==> src/rtl/ssj_pkg.sv <==
// Package: types, constants and character-class helpers for the suffix spelling joiner.
`timescale 1ns / 1ps
`default_nettype none
package ssj_pkg;

  localparam int TAIL_CHARS   = 8;
  localparam int SUFFIX_CHARS = 12;
  localparam int APPEND_MAX   = 14;
  localparam int NUM_RULES    = 13;

  // Rule numbers, in priority order.
  localparam logic [3:0] R_ALLY = 4'd0;
  localparam logic [3:0] R_ORY  = 4'd1;
  localparam logic [3:0] R_CY   = 4'd2;
  localparam logic [3:0] R_ES   = 4'd3;
  localparam logic [3:0] R_IES  = 4'd4;
  localparam logic [3:0] R_YING = 4'd5;
  localparam logic [3:0] R_IST  = 4'd6;
  localparam logic [3:0] R_YI   = 4'd7;
  localparam logic [3:0] R_OR   = 4'd8;
  localparam logic [3:0] R_EDRP = 4'd9;
  localparam logic [3:0] R_LOGY = 4'd10;
  localparam logic [3:0] R_LY   = 4'd11;
  localparam logic [3:0] R_DBL  = 4'd12;

  typedef struct packed {
    logic [31:0] suffix_rest;
    logic [63:0] suffix_head;
    logic [63:0] word_tail;
  } ssj_in_t;

  typedef struct packed {
    logic [3:0]  append_length;
    logic [47:0] append_rest;
    logic [63:0] append_head;
    logic [1:0]  erase_count;
    logic        rule_matched;
  } ssj_out_t;

  typedef logic [7:0] chr_t;
  typedef chr_t [TAIL_CHARS-1:0]   tail_t;
  typedef chr_t [SUFFIX_CHARS-1:0] sfx_t;
  typedef chr_t [APPEND_MAX-1:0]   app_t;

  // One lane's verdict.
  typedef struct packed {
    logic       hit;
    logic [1:0] erase;
    app_t       text;
    logic [3:0] len;
  } lane_res_t;

  function automatic logic is_vow(chr_t c);
    return c == "a" || c == "e" || c == "i" || c == "o" || c == "u";
  endfunction
  function automatic logic is_vowy(chr_t c);
    return is_vow(c) || c == "y";
  endfunction
  function automatic logic is_letter(chr_t c);
    return (c >= "a" && c <= "z") || (c >= "A" && c <= "Z");
  endfunction
  // "bcdfghjklmnpqrstvwxz"
  function automatic logic is_cons_q(chr_t c);
    return c >= "b" && c <= "z" && !is_vow(c) && c != "y";
  endfunction
  // "bcdfghjklmnprstvwxyz"
  function automatic logic is_cons_y(chr_t c);
    return c >= "b" && c <= "z" && !is_vow(c) && c != "q";
  endfunction

endpackage
`default_nettype wire

==> src/rtl/suffix_spelling_joiner_top.sv <==
// Top level of the suffix spelling joiner.
`timescale 1ns / 1ps
`default_nettype none
// Suffix spelling joiner. Pulse start with a word tail (last character in byte 0)
// and a suffix; in the next cycle out_strobe is high for exactly one cycle with the
// verdict: whether a rule matched, how many word characters to erase and the text
// to append. A new item may be started every cycle, so busy is always low; the
// rate is set by the single result register after the rule lanes. The receiver
// cannot stall: capture each transfer on the cycle out_strobe is high. The block
// keeps no state between items.
module suffix_spelling_joiner_top
  import ssj_pkg::*;
(
  input  wire logic clk,
  input  wire logic rst_n,
  input  wire logic start,
  output logic      busy,
  input  ssj_in_t   in_data,
  output logic      out_strobe,
  output ssj_out_t  out_data
);

  tail_t                    w;
  sfx_t                     s;
  lane_res_t [NUM_RULES-1:0] lanes;
  logic                     ended_w;
  logic                     ended_s;

  // Drop every byte after the first zero of the word and of the suffix.
  always_comb begin
    ended_w = 1'b0;
    for (int i = 0; i < TAIL_CHARS; i++) begin
      if (in_data.word_tail[8*i +: 8] == 8'd0) ended_w = 1'b1;
      w[i] = ended_w ? 8'd0 : in_data.word_tail[8*i +: 8];
    end
    ended_s = 1'b0;
    for (int i = 0; i < SUFFIX_CHARS; i++) begin
      if (i < 8) begin
        if (in_data.suffix_head[8*i +: 8] == 8'd0) ended_s = 1'b1;
        s[i] = ended_s ? 8'd0 : in_data.suffix_head[8*i +: 8];
      end else begin
        if (in_data.suffix_rest[8*(i-8) +: 8] == 8'd0) ended_s = 1'b1;
        s[i] = ended_s ? 8'd0 : in_data.suffix_rest[8*(i-8) +: 8];
      end
    end
  end

  // One lane per rule, all evaluated side by side.
  for (genvar r = 0; r < NUM_RULES; r++) begin : g_lane
    ssj_lane u_lane (
      .rule_id (4'(r)),
      .w       (w),
      .s       (s),
      .res     (lanes[r])
    );
  end

  // Advance the first matching rule into the result register.
  ssj_merge u_merge (
    .clk        (clk),
    .rst_n      (rst_n),
    .vld        (start),
    .lanes      (lanes),
    .out_strobe (out_strobe),
    .out_data   (out_data)
  );

  assign busy = 1'b0;

endmodule
`default_nettype wire

==> src/rtl/ssj_lane.sv <==
// One rule lane: tests a single spelling rule and builds its append text.
`timescale 1ns / 1ps
`default_nettype none
module ssj_lane
  import ssj_pkg::*;
(
  input  wire logic [3:0] rule_id,
  input  tail_t           w,
  input  sfx_t            s,
  output lane_res_t       res
);

  logic [3:0]            s_len;
  logic                  c_vow;
  logic                  scan_ok;
  logic                  stop;

  always_comb begin
    s_len = 4'(SUFFIX_CHARS);
    for (int k = SUFFIX_CHARS - 1; k >= 0; k--) begin
      if (s[k] == 8'd0) s_len = 4'(k);
    end
  end

  // Consonant scan over positions 4.. of the tail for -ate plus -er to -ator.
  always_comb begin
    stop    = 1'b0;
    scan_ok = 1'b0;
    for (int i = 4; i < TAIL_CHARS; i++) begin
      if (!stop && !is_cons_y(w[i])) begin
        stop    = 1'b1;
        scan_ok = is_vow(w[i]);
      end
    end
  end

  assign c_vow = is_vow(w[1]);

  function automatic app_t put_sfx(app_t a, logic [3:0] at, logic [3:0] from, logic [3:0] n);
    app_t r;
    r = a;
    for (int k = 0; k < SUFFIX_CHARS; k++) begin
      if (k >= from && k < n && (at + 4'(k) - from) < 4'(APPEND_MAX))
        r[at + 4'(k) - from] = s[k];
    end
    return r;
  endfunction

  function automatic logic [3:0] sat(logic [4:0] v);
    return (v > 5'(APPEND_MAX)) ? 4'(APPEND_MAX) : v[3:0];
  endfunction

  always_comb begin
    res = '0;
    unique case (rule_id)
      R_ALLY: begin
        if (s[0] == "l" && s[1] == "y") begin
          if ((w[0] == "c" && c_vow) || (w[0] == "n" && w[1] == "o" && w[2] == "i")) begin
            res.hit = 1'b1; res.erase = 2'd0;
          end else if (w[0] == "e" && w[1] == "r" && w[2] == "u") begin
            res.hit = 1'b1; res.erase = 2'd1;
          end
          res.text[0] = "a"; res.text[1] = "l"; res.text[2] = "l"; res.text[3] = "y";
          res.text = put_sfx(res.text, 4'd4, 4'd2, s_len);
          res.len  = sat(5'd4 + 5'(s_len) - 5'd2);
        end
      end
      R_ORY: begin
        // The suffix only has to begin with -ry or -ries.
        if (w[0] == "e" && w[1] == "t" && s[0] == "r" &&
            (s[1] == "y" ||
             (s[1] == "i" && s[2] == "e" && s[3] == "s"))) begin
          res.hit = 1'b1; res.erase = 2'd1;
        end
        res.text[0] = "o";
        res.text = put_sfx(res.text, 4'd1, 4'd0, s_len);
        res.len  = sat(5'd1 + 5'(s_len));
      end
      R_CY: begin
        if (s[0] == "c" && (s[1] == "y" ||
            (s[1] == "i" && s[2] == "e" && s[3] == "s"))) begin
          if (w[0] == "e") begin
            if (w[1] == "t" && (w[2] == "n" || is_vow(w[2]))) begin
              res.hit = 1'b1; res.erase = 2'd2;
            end
          end else if (w[0] == "t" && (w[1] == "n" || c_vow)) begin
            res.hit = 1'b1; res.erase = 2'd1;
          end
        end
        res.text = put_sfx(res.text, 4'd0, 4'd0, s_len);
        res.len  = s_len;
      end
      R_ES: begin
        if (s[0] == "s" &&
            (w[0] == "s" || w[0] == "x" || w[0] == "z" ||
             (w[1] == "h" && (w[2] == "s" || w[2] == "z")) ||
             (w[0] == "h" && w[1] == "c" &&
              (w[2] == "i" || w[2] == "l" || w[2] == "n" || w[2] == "t" ||
               (w[2] == "a" && (w[3] == "o" || w[3] == "e")) ||
               (w[2] == "e" && w[3] == "e") || (w[2] == "o" && w[3] == "o") ||
               (w[2] == "u" && (w[3] == "a" || w[3] == "o")) ||
               (w[2] == "r" && !(w[3] == "a" &&
                 (w[4] == "g" || w[4] == "i" || w[4] == "n")))))))
          res.hit = 1'b1;
        res.text[0] = "e";
        res.text = put_sfx(res.text, 4'd1, 4'd0, s_len);
        res.len  = sat(5'd1 + 5'(s_len));
      end
      R_IES: begin
        if (s[0] == "s" && w[0] == "y" && is_cons_q(w[1])) begin
          res.hit = 1'b1; res.erase = 2'd1;
        end
        res.text[0] = "i"; res.text[1] = "e";
        res.text = put_sfx(res.text, 4'd2, 4'd0, s_len);
        res.len  = sat(5'd2 + 5'(s_len));
      end
      R_YING: begin
        if (w[0] == "e" && w[1] == "i" && is_letter(w[2]) &&
            s[0] == "i" && s[1] == "n" && s[2] == "g") begin
          res.hit = 1'b1; res.erase = 2'd2;
        end
        res.text[0] = "y"; res.text[1] = "i"; res.text[2] = "n"; res.text[3] = "g";
        res.len = 4'd4;
      end
      R_IST: begin
        if (s[0] == "i" && s[1] == "s" && s[2] == "t" && w[0] == "y" &&
            (w[1] == "c" || w[1] == "d" || w[1] == "f" || w[1] == "g" || w[1] == "h" ||
             w[1] == "l" || w[1] == "m" || w[1] == "n" || w[1] == "p" || w[1] == "r")) begin
          res.hit = 1'b1; res.erase = 2'd1;
        end
        res.text[0] = w[1]; res.text[1] = "i"; res.text[2] = "s"; res.text[3] = "t";
        res.len = 4'd4;
      end
      R_YI: begin
        // Suffix start in "abcdefghjklnopqrstuxz".
        if (w[0] == "y" && is_cons_q(w[1]) && is_letter(w[2]) &&
            s[0] >= "a" && s[0] <= "z" && s[0] != "i" && s[0] != "m" &&
            s[0] != "v" && s[0] != "w" && s[0] != "y") begin
          res.hit = 1'b1; res.erase = 2'd1;
        end
        res.text[0] = "i";
        res.text = put_sfx(res.text, 4'd1, 4'd0, s_len);
        res.len  = sat(5'd1 + 5'(s_len));
      end
      R_OR: begin
        if (s[0] == "e" && s[1] == "r") begin
          if (w[0] == "t" && (w[1] == "c" || (w[1] == "i" && !is_vow(w[2])))) begin
            res.hit = 1'b1; res.erase = 2'd0;
          end else if (w[0] == "e" && ((w[1] == "s" && w[2] == "i" && !is_vow(w[3])) ||
                       (w[1] == "t" && w[2] == "a" && is_cons_y(w[3]) && scan_ok))) begin
            res.hit = 1'b1; res.erase = 2'd1;
          end
        end
        res.text[0] = "o";
        res.text = put_sfx(res.text, 4'd1, 4'd1, s_len);
        res.len  = s_len;
      end
      R_EDRP: begin
        if (w[0] == "e" && w[1] >= "b" && w[1] <= "z" && w[1] != "a" && w[1] != "e" &&
            w[1] != "i" && w[1] != "o" && w[1] != "y" && is_letter(w[2]) &&
            ((is_vowy(s[0]) && is_letter(s[1])) ||
             s[0] == "a" || s[0] == "e" || s[0] == "o" || s[0] == "y")) begin
          res.hit = 1'b1; res.erase = 2'd1;
        end
        res.text = put_sfx(res.text, 4'd0, 4'd0, s_len);
        res.len  = s_len;
      end
      R_LOGY: begin
        if (is_vowy(w[3]) && is_vowy(s[0]) &&
            ((w[0] == "g" && w[1] == "o" && w[2] == "l") ||
             (w[0] == "d" && w[1] == "o" && w[2] == "p")))
          res.hit = 1'b1;
        res.text = put_sfx(res.text, 4'd0, 4'd0, s_len);
        res.len  = s_len;
      end
      R_LY: begin
        if (s[0] == "y" && w[0] == "l" && (w[1] == "a" || w[1] == "e") &&
            ((w[2] == "u" && w[3] == "q") || is_cons_y(w[2])))
          res.hit = 1'b1;
        res.text[0] = "l"; res.text[1] = "y";
        res.len = 4'd2;
      end
      R_DBL: begin
        if (((s[0] == "e" && (s[1] == "d" || s[1] == "n" || s[1] == "r" ||
               (s[1] == "s" && s[2] == "t"))) ||
             (s[0] == "a" && s[1] == "b" && s[2] == "l" && (s[3] == "e" || s[3] == "y")) ||
             (s[2] == "i" && s[3] == "l" && s[4] == "i" && s[5] == "t" &&
              (s[6] == "y" || (s[6] == "i" && s[7] == "e" && s[8] == "s"))) ||
             (s[0] == "i" && (s[1] == "n" || s[1] == "e")) ||
             (s[0] == "i" && s[1] == "s" && s[2] == "h") || s[0] == "y") &&
            ((w[1] == "a" && (w[0] == "g" || w[0] == "b" || w[0] == "m" ||
                              w[0] == "p" || w[0] == "t" || w[0] == "v")) ||
             (w[1] == "e" && (w[0] == "g" || w[0] == "b" || w[0] == "p" || w[0] == "v")) ||
             (w[1] == "i" && (w[0] == "g" || w[0] == "b" || w[0] == "m" ||
                              w[0] == "p" || w[0] == "v")) ||
             (w[1] == "o" && (w[0] == "g" || w[0] == "b" || w[0] == "d" ||
                              w[0] == "l" || w[0] == "v")) ||
             (w[1] == "u" && (w[0] == "g" || w[0] == "b" || w[0] == "d" || w[0] == "l" ||
                              w[0] == "m" || w[0] == "n" || w[0] == "t" || w[0] == "v"))) &&
            (is_cons_y(w[2]) || (w[1] != "u" && w[2] == "u" && w[3] == "q")))
          res.hit = 1'b1;
        res.text[0] = w[0];
        res.text = put_sfx(res.text, 4'd1, 4'd0, s_len);
        res.len  = sat(5'd1 + 5'(s_len));
      end
      default: res = '0;
    endcase
  end

endmodule
`default_nettype wire

==> src/rtl/ssj_merge.sv <==
// Priority merge of the lane verdicts into one registered result.
`timescale 1ns / 1ps
`default_nettype none
module ssj_merge
  import ssj_pkg::*;
(
  input  wire logic                     clk,
  input  wire logic                     rst_n,
  input  wire logic                     vld,
  input  lane_res_t [NUM_RULES-1:0]     lanes,
  output logic                          out_strobe,
  output ssj_out_t                      out_data
);

  ssj_out_t out_nxt;
  ssj_out_t data_r;
  logic     strobe_r;
  logic     found;

  always_comb begin
    out_nxt = '0;
    found   = 1'b0;
    for (int r = 0; r < NUM_RULES; r++) begin
      if (!found && lanes[r].hit) begin
        found                 = 1'b1;
        out_nxt.rule_matched  = 1'b1;
        out_nxt.erase_count   = lanes[r].erase;
        out_nxt.append_head   = lanes[r].text[7:0];
        out_nxt.append_rest   = lanes[r].text[13:8];
        out_nxt.append_length = lanes[r].len;
      end
    end
  end

  always_ff @(posedge clk) begin
    if (!rst_n) begin
      strobe_r <= 1'b0;
    end else begin
      strobe_r <= vld;
    end
    data_r <= out_nxt;
  end

  assign out_strobe = strobe_r;
  assign out_data   = data_r;

endmodule
`default_nettype wire
==> config.mk <==
export PLATFORM = sky130hd
export DESIGN_NAME = suffix_spelling_joiner_top
export DESIGN_NICKNAME = d
export VERILOG_FILES = /design/src/rtl/ssj_pkg.sv /design/src/rtl/suffix_spelling_joiner_top.sv /design/src/rtl/ssj_lane.sv /design/src/rtl/ssj_merge.sv
export SDC_FILE = /design/constraint.sdc
export NUM_CORES = 1
export LEC_CHECK = 0
export CAP_MARGIN = 20
export CORE_UTILIZATION = 35
export DETAILED_ROUTE_END_ITERATION = 7
export DONT_BUFFER_PORTS = 1
export PLACE_DENSITY = 0.56
export SYNTH_ARGS = -nofsm -noshare
export SYNTH_HDL_FRONTEND = slang
export SYNTH_SLANG_ARGS = --single-unit
==> constraint.sdc <==
create_clock -name clk -period 5.72 [get_ports clk]
set_input_delay 1.43 -clock clk [delete_from_list [all_inputs] [get_ports clk]]
set_output_delay 1.43 -clock clk [all_outputs]
set_load 0.05 [all_outputs]
==> results of run 1 <==
-- cells by family (layout without fill, tap and decap cells) --
group / Yosys count / in the layout / share of synthesized area (%)
XOR/XNOR: 6 / 6 / 0.6536
buffers and inverters: 94 / 74 / 4.871
adder cells (fa/ha/maj): 5 / 5 / 0.7781
multiplexers: 5 / 5 / 0.6847
other: 1 / 3 / 0.04664
AND/OR/NAND/NOR: 514 / 514 / 34.66
flip-flops: 120 / 120 / 29.88
AO/OA/AOI/OAI: 313 / 313 / 28.43
-- cell usage after synthesis (6+ instances only) --
master     count  area share (%)
a22oi_1       15             1.4
nand2b_1      15             1.2
o31ai_1        6            0.56
clkbuf_1      58             2.7
nand3_1       63             3.9
o211ai_1       7            0.65
a211oi_1       7            0.65
or4_1         11             1.0
nor2_1        79             3.7
nand2_1      150             7.0
nand4_1       24             1.9
or3_1         12            0.93
o22a_1         9            0.98
and4_1         6            0.65
nand3b_1       9            0.84
buf_2         13            0.81
nand4b_1      12             1.3
dfxtp_1      120              30
nor2b_1        6            0.47
o2bb2ai_1     11             1.2
a21o_1        16             1.5
nor3_1        22             1.4
and3_1        15             1.2
nor4_1        29             2.3
and2_1        14             1.1
a31oi_1       12            0.93
o22ai_1       29             2.3
o21ai_0       46             2.9
a221oi_1       9            0.98
a21oi_1       29             1.8
o221ai_1      56             6.1
inv_1         17            0.79
-- placed cells by master (no fill, tap or decap), types with 6 or more instances in the layout --
| master | count |
|---|---|
| o21ai_0 | 46 |
| nand4b_1 | 12 |
| o211ai_1 | 7 |
| a211oi_1 | 6 |
| nand2_1 | 150 |
| a21o_1 | 16 |
| nor2b_1 | 6 |
| o22ai_1 | 29 |
| a221oi_1 | 9 |
| nand2b_1 | 15 |
| nand3_1 | 63 |
| o2bb2ai_1 | 11 |
| buf_4 | 22 |
| nand4_1 | 24 |
| or3_1 | 12 |
| o221ai_1 | 56 |
| clkbuf_16 | 17 |
| nor4_1 | 29 |
| or4_1 | 11 |
| a21oi_1 | 28 |
| nor3_1 | 22 |
| o22a_1 | 9 |
| o31ai_1 | 6 |
| nand3b_1 | 9 |
| a31oi_1 | 12 |
| a22oi_1 | 15 |
| dfxtp_1 | 120 |
| inv_1 | 17 |
| nor2_1 | 78 |
| and4_1 | 6 |
| and2_1 | 14 |
| and3_1 | 15 |
-- flip-flops by register name (all words and copies together), names as in the netlist --
signal and cells:
u_merge.out_strobe 1, u_merge.out_data 119
-- power by group through the flow --
stage	Sequential (W)	Combinational (W)	Clock (W)
2_1_floorplan	0.000859	0.000132	0
3_3_place_gp	0.000860	0.000149	0
3_5_place_dp	0.000860	0.000149	0
4_1_cts	0.000842	0.000149	0.00121
5_1_grt	0.000841	0.000167	0.00126
6_report	0.000842	0.000153	0.00121
-- worst max-delay path by stage --
stage / cells after the start / start / end
2_1_floorplan: 17 / in_data[72] / u_merge.out_data[60]
3_3_place_gp: 15 / in_data[97] / u_merge.out_data[16]
3_5_place_dp: 14 / in_data[97] / u_merge.out_data[25]
4_1_cts: 14 / in_data[97] / u_merge.out_data[25]
5_1_grt: 13 / in_data[97] / u_merge.out_data[87]
6_report: 13 / in_data[97] / u_merge.out_data[85]
-- per-stage QoR --
step	hold WS [ps]	std cells	cell area, um2
4_1_cts	1101	1324	8959
5_1_grt	1100	1325	8961
6_report	1110	1325	8961
3_5_place_dp	1545	1292	8304
2_1_floorplan	1540	1059	8044
3_3_place_gp	1545	1292	8304
-- routing by layer --
metal | GRT usage, % | share of wire [%] | up-vias
met1 | 35.66 | 38 | 4293
met5 | 0 | 0 | -
met3 | 7.723 | 12 | 88
met2 | 45.28 | 46 | 701
li1 | - | - | 4036
met4 | 12.14 | 3.2 | 0
-- critical path: stages --
cell and delay (ps):
nor4_1 510, and2_1 390, a21oi_1 160, and3_1 240, o21ai_0 70, a21oi_1 90
nor3_1 410, ha_1 440, nor2_1 150, nor4_2 710, nand2_1 250, o22ai_1 200
a21o_1 110
-- layout make-up --
| cell class | instances | share of cell area [%] |
|---|---|---|
| sequential | 120 | 26.81 |
| multi-input combinational | 845 | 58.84 |
| tap | 285 | 3.979 |
| clock buffer | 21 | 5.138 |
| antenna | 1 | 0.02793 |
| inverter | 18 | 0.7540 |
| clock inverter | 11 | 2.164 |
| timing repair buffer | 24 | 2.290 |
==> metrics.cfg, run 1 <==
[die]
core_area_mm2=0.02257
die_area_mm2=0.02358
die_width_um=153.6
die_h_um=153.6
start_util_pct=35.62
pin_count=284
num_rows=55

[timing]
drv_slew=0
finalSetupViolCount=0
fin_setup_tns_ps=0
rsz0062_at_grt=false
slew_headroom_pct=41.76
min_period_ps=4789
fin_crit_sh_pct=83.73
setup_slack_ps=930.8
hold_viol=0
timing.fmax_ghz=0.2088
tightest_slew_ps=870.4

[clocking]
cts_tree=built
cts-htree-levels=4
cts_buffers=17
cts_max_path_buffers=2
clk_pin_slew_ps=60
cts_sinks=120
post_cts.repair.setup_buffers=0
cts_resized=0
hold_buffers=0
cts-root-buf=clkbuf_16

[place]
portBuffers=0
dp_hpwl_um=25850
dpl_worst_slack_ps=583.5
gp_congestion=1.016

[setup_path]
cp.required_ps=6090
path_max_fanout=9
critical_path.endpoint_type=flop
criticalPathCategory=input pin to flop
arrival_ps=5160
cp-start-kind=input pin

[outcome]
run_status=completed

[drt]
firstDrtPassIters=7
ant_nets=0
first_iter_violations=1019
drc_errors=0
vias_per_cell=6.882
wl_um=34150
wire_per_inst_um=25.77
route.vias.total=9118

[grt]
antenna_found_initial=1
grt_max_degree=63
overflow=0
grt_pass1_wl_um=51650
grt_util_all_layers_pct=28.31
grt_pass1_vias=8480

[synthesis]
synth_seq_area_share_pct=29.88
syn_avg_cell_area_um2=7.599
yosysWarnings=0
synthCells=1058
syn_area_mm2=0.008040
synth_flop_cell=dfxtp_1
ys_seq_elements=120
synth-edff-count=0
yosysUniqueCellTypes=93
synth_async_sr_flop_share_pct=0

[power_and_ir_drop]
powerDensity_mw_per_mm2=245.5
finalPower_w=0.002200
ir_drop_mv=0.1895
comb_power_share_pct=6.9
p_int_w=0.001690
swShare_pct=23.16
pwr-share-clk_pct=54.8
p_sw_w=0.0005095
p_seq_share_pct=38.3
p_leak_nw=3.461

[final_layout]
multiInputGateArea_mm2=0.005273
drive_above_1_share_pct=8.181
n_fill_cell=2337
ff_latch_area_mm2=0.002402
area_delta_synth_final_pct=11.45
layout.nets=1194
final_core_util_pct=39.70

[hold_path]
whs_path_depth=1
whs_endpoint=u_merge.out_data[3]
hold_class=input pin to flop
worstHoldStart=in_data[0]

[run]
drv_cap=0

(Power assumes the default switching activity.)
==> run 2: changes to the inputs <==
==> constraint.sdc (replaced) <==
create_clock -name clk -period 4.71 [get_ports clk]
set_input_delay 1.1775 -clock clk [delete_from_list [all_inputs] [get_ports clk]]
set_output_delay 1.1775 -clock clk [all_outputs]
set_load 0.05 [all_outputs]
==> metrics.cfg, run 2 (synthesis results as in run 1) <==
[die]
die_area_mm2=0.02358
pin_count=284
core_area_mm2=0.02257
start_util_pct=35.62
die_width_um=153.6
num_rows=55
die_h_um=153.6

[power_and_ir_drop]
p_sw_w=0.0006244
swShare_pct=24.85
p_int_w=0.001889
p_seq_share_pct=40.7
p_leak_nw=3.623
pwr-share-clk_pct=51.8
comb_power_share_pct=7.6
powerDensity_mw_per_mm2=273.7
ir_drop_mv=0.2264

[timing]
min_period_ps=4324
finalSetupViolCount=0
fin_setup_tns_ps=0
drv_slew=0
timing.fmax_ghz=0.2312
slew_headroom_pct=30.85
fin_crit_sh_pct=91.81
rsz0062_at_grt=false
hold_viol=0
tightest_slew_ps=1011

[final_layout]
antenna_cells=0
ff_latch_area_mm2=0.002402
multiInputGateArea_mm2=0.005273
largest_register_ffs=119
final_cells=1362
drive_above_1_share_pct=11.61
layout_common_cells=150 x nand2_1, 120 x dfxtp_1, 78 x nor2_1, 63 x nand3_1, 62 x buf_4
mostFrequentLayoutCell=nand2_1
area_delta_synth_final_pct=14.21
layout.nets=1234
n_fill_cell=2380

[drt]
wire_per_inst_um=25.65
vias_per_cell=6.722
firstDrtPassIters=5
drc_errors=0
wl_um=34930
first_iter_violations=1155
ant_nets=0
route.vias.total=9156

[place]
dp.cells=1332
dp_hpwl_um=26860
portBuffers=0
gp_congestion=0.9862

[clocking]
hold_buffers=0
cts-root-buf=clkbuf_16
cts_max_path_buffers=2
clk_pin_slew_ps=60
post_cts.repair.setup_buffers=0
cts-htree-levels=4
cts_sinks=120
cts_tree=built
cts_buffers=17
cts_resized=0

[grt]
grt_pass1_vias=8541
grt_util_all_layers_pct=28.58
antenna_found_initial=0
grt_max_degree=33
grt_pass1_wl_um=52400
overflow=0

[setup_path]
cp_num_buf_inv=1
arrival_ps=4640
cp-endpoint=u_merge.out_data[50]
critPathLaunch=in_data[15]
cp.required_ps=5030
cp.depth=11
crit_path_top_delay_cell=a2111oi_0
cp-start-kind=input pin
path_max_fanout=8
cpPeakStageDelay_ps=900
critPathTopFamily=simple AND/OR/NAND/NOR gates
path_cells=nand4bb_1 -> a2111oi_0 -> nand4_1 -> or4_1 -> o211a_2 -> o21ai_1 -> nor4_2 -> buf_4 -> nor2_1 -> nand2_1 -> a31o_2
critical_path.endpoint_type=flop
criticalPathCategory=input pin to flop

[hold_path]
worstHoldStart=in_data[140]
hold_class=input pin to flop

[outcome]
run_status=completed

[run]
drv_cap=0

==> run 2: cell count changes in the layout (fill, tap and decap cells not counted), sizes merged <==
| cell | before | now |
|---|---|---|
| bufinv | 5 | 2 |
| clkinv | 2 | 4 |
| buf | 24 | 64 |
| clkinvlp | 4 | 5 |
| clkbuf | 21 | 19 |
| diode | 1 | 0 |
==> run 2: power groups by stage <==
stage / combinational (W) / clock, W / sequential [W]
final: 0.000190 / 0.00130 / 0.00102
after global routing: 0.000207 / 0.00136 / 0.00102
after CTS: 0.000186 / 0.00130 / 0.00102
after detailed placement: 0.000185 / 0 / 0.00104
after global placement: 0.000185 / 0 / 0.00104
after floorplan: 0.000160 / 0 / 0.00104
==> run 2: layer usage <==
metal,GRT usage (%),wire length (um)
met4,12.95,1279
met1,36.04,13800
met3,6.962,3589
met2,46.00,16260
met5,0,0
==> run 2: per-stage QoR <==
stage	total power, W	util, %	cell area [um2]	hold WS (ps)	worst slack (ps)
2_1_floorplan	0.001204	-	8044	1288	173.6
3_3_place_gp	0.001229	38.12	8605	1294	113.3
3_5_place_dp	0.001229	38.12	8605	1293	33.14
4_1_cts	0.002512	40.68	9183	854.4	485.5
5_1_grt	0.002586	40.68	9183	858.9	185.4
6_report	0.002513	40.68	9183	854.3	385.7
==> run 2: cell type report <==
class | count | share of cell area [%]
clock buffers | 19 | 4.933
multi-input cells | 845 | 57.42
flip-flops and latches | 120 | 26.16
clock inverters | 11 | 1.363
well taps | 285 | 3.883
inverters | 18 | 0.7358
repair buffers | 64 | 5.505
==> run 2: how the worst min path moves through the flow <==
stage | cells past startpoint | end | slack [ps]
6_report | 1 | u_merge.out_data[87] | 850
5_1_grt | 1 | u_merge.out_data[4] | 860
4_1_cts | 1 | u_merge.out_data[87] | 850
3_5_place_dp | 1 | u_merge.out_data[89] | 1290
3_3_place_gp | 1 | u_merge.out_data[83] | 1290
2_1_floorplan | 1 | u_merge.out_data[83] | 1290
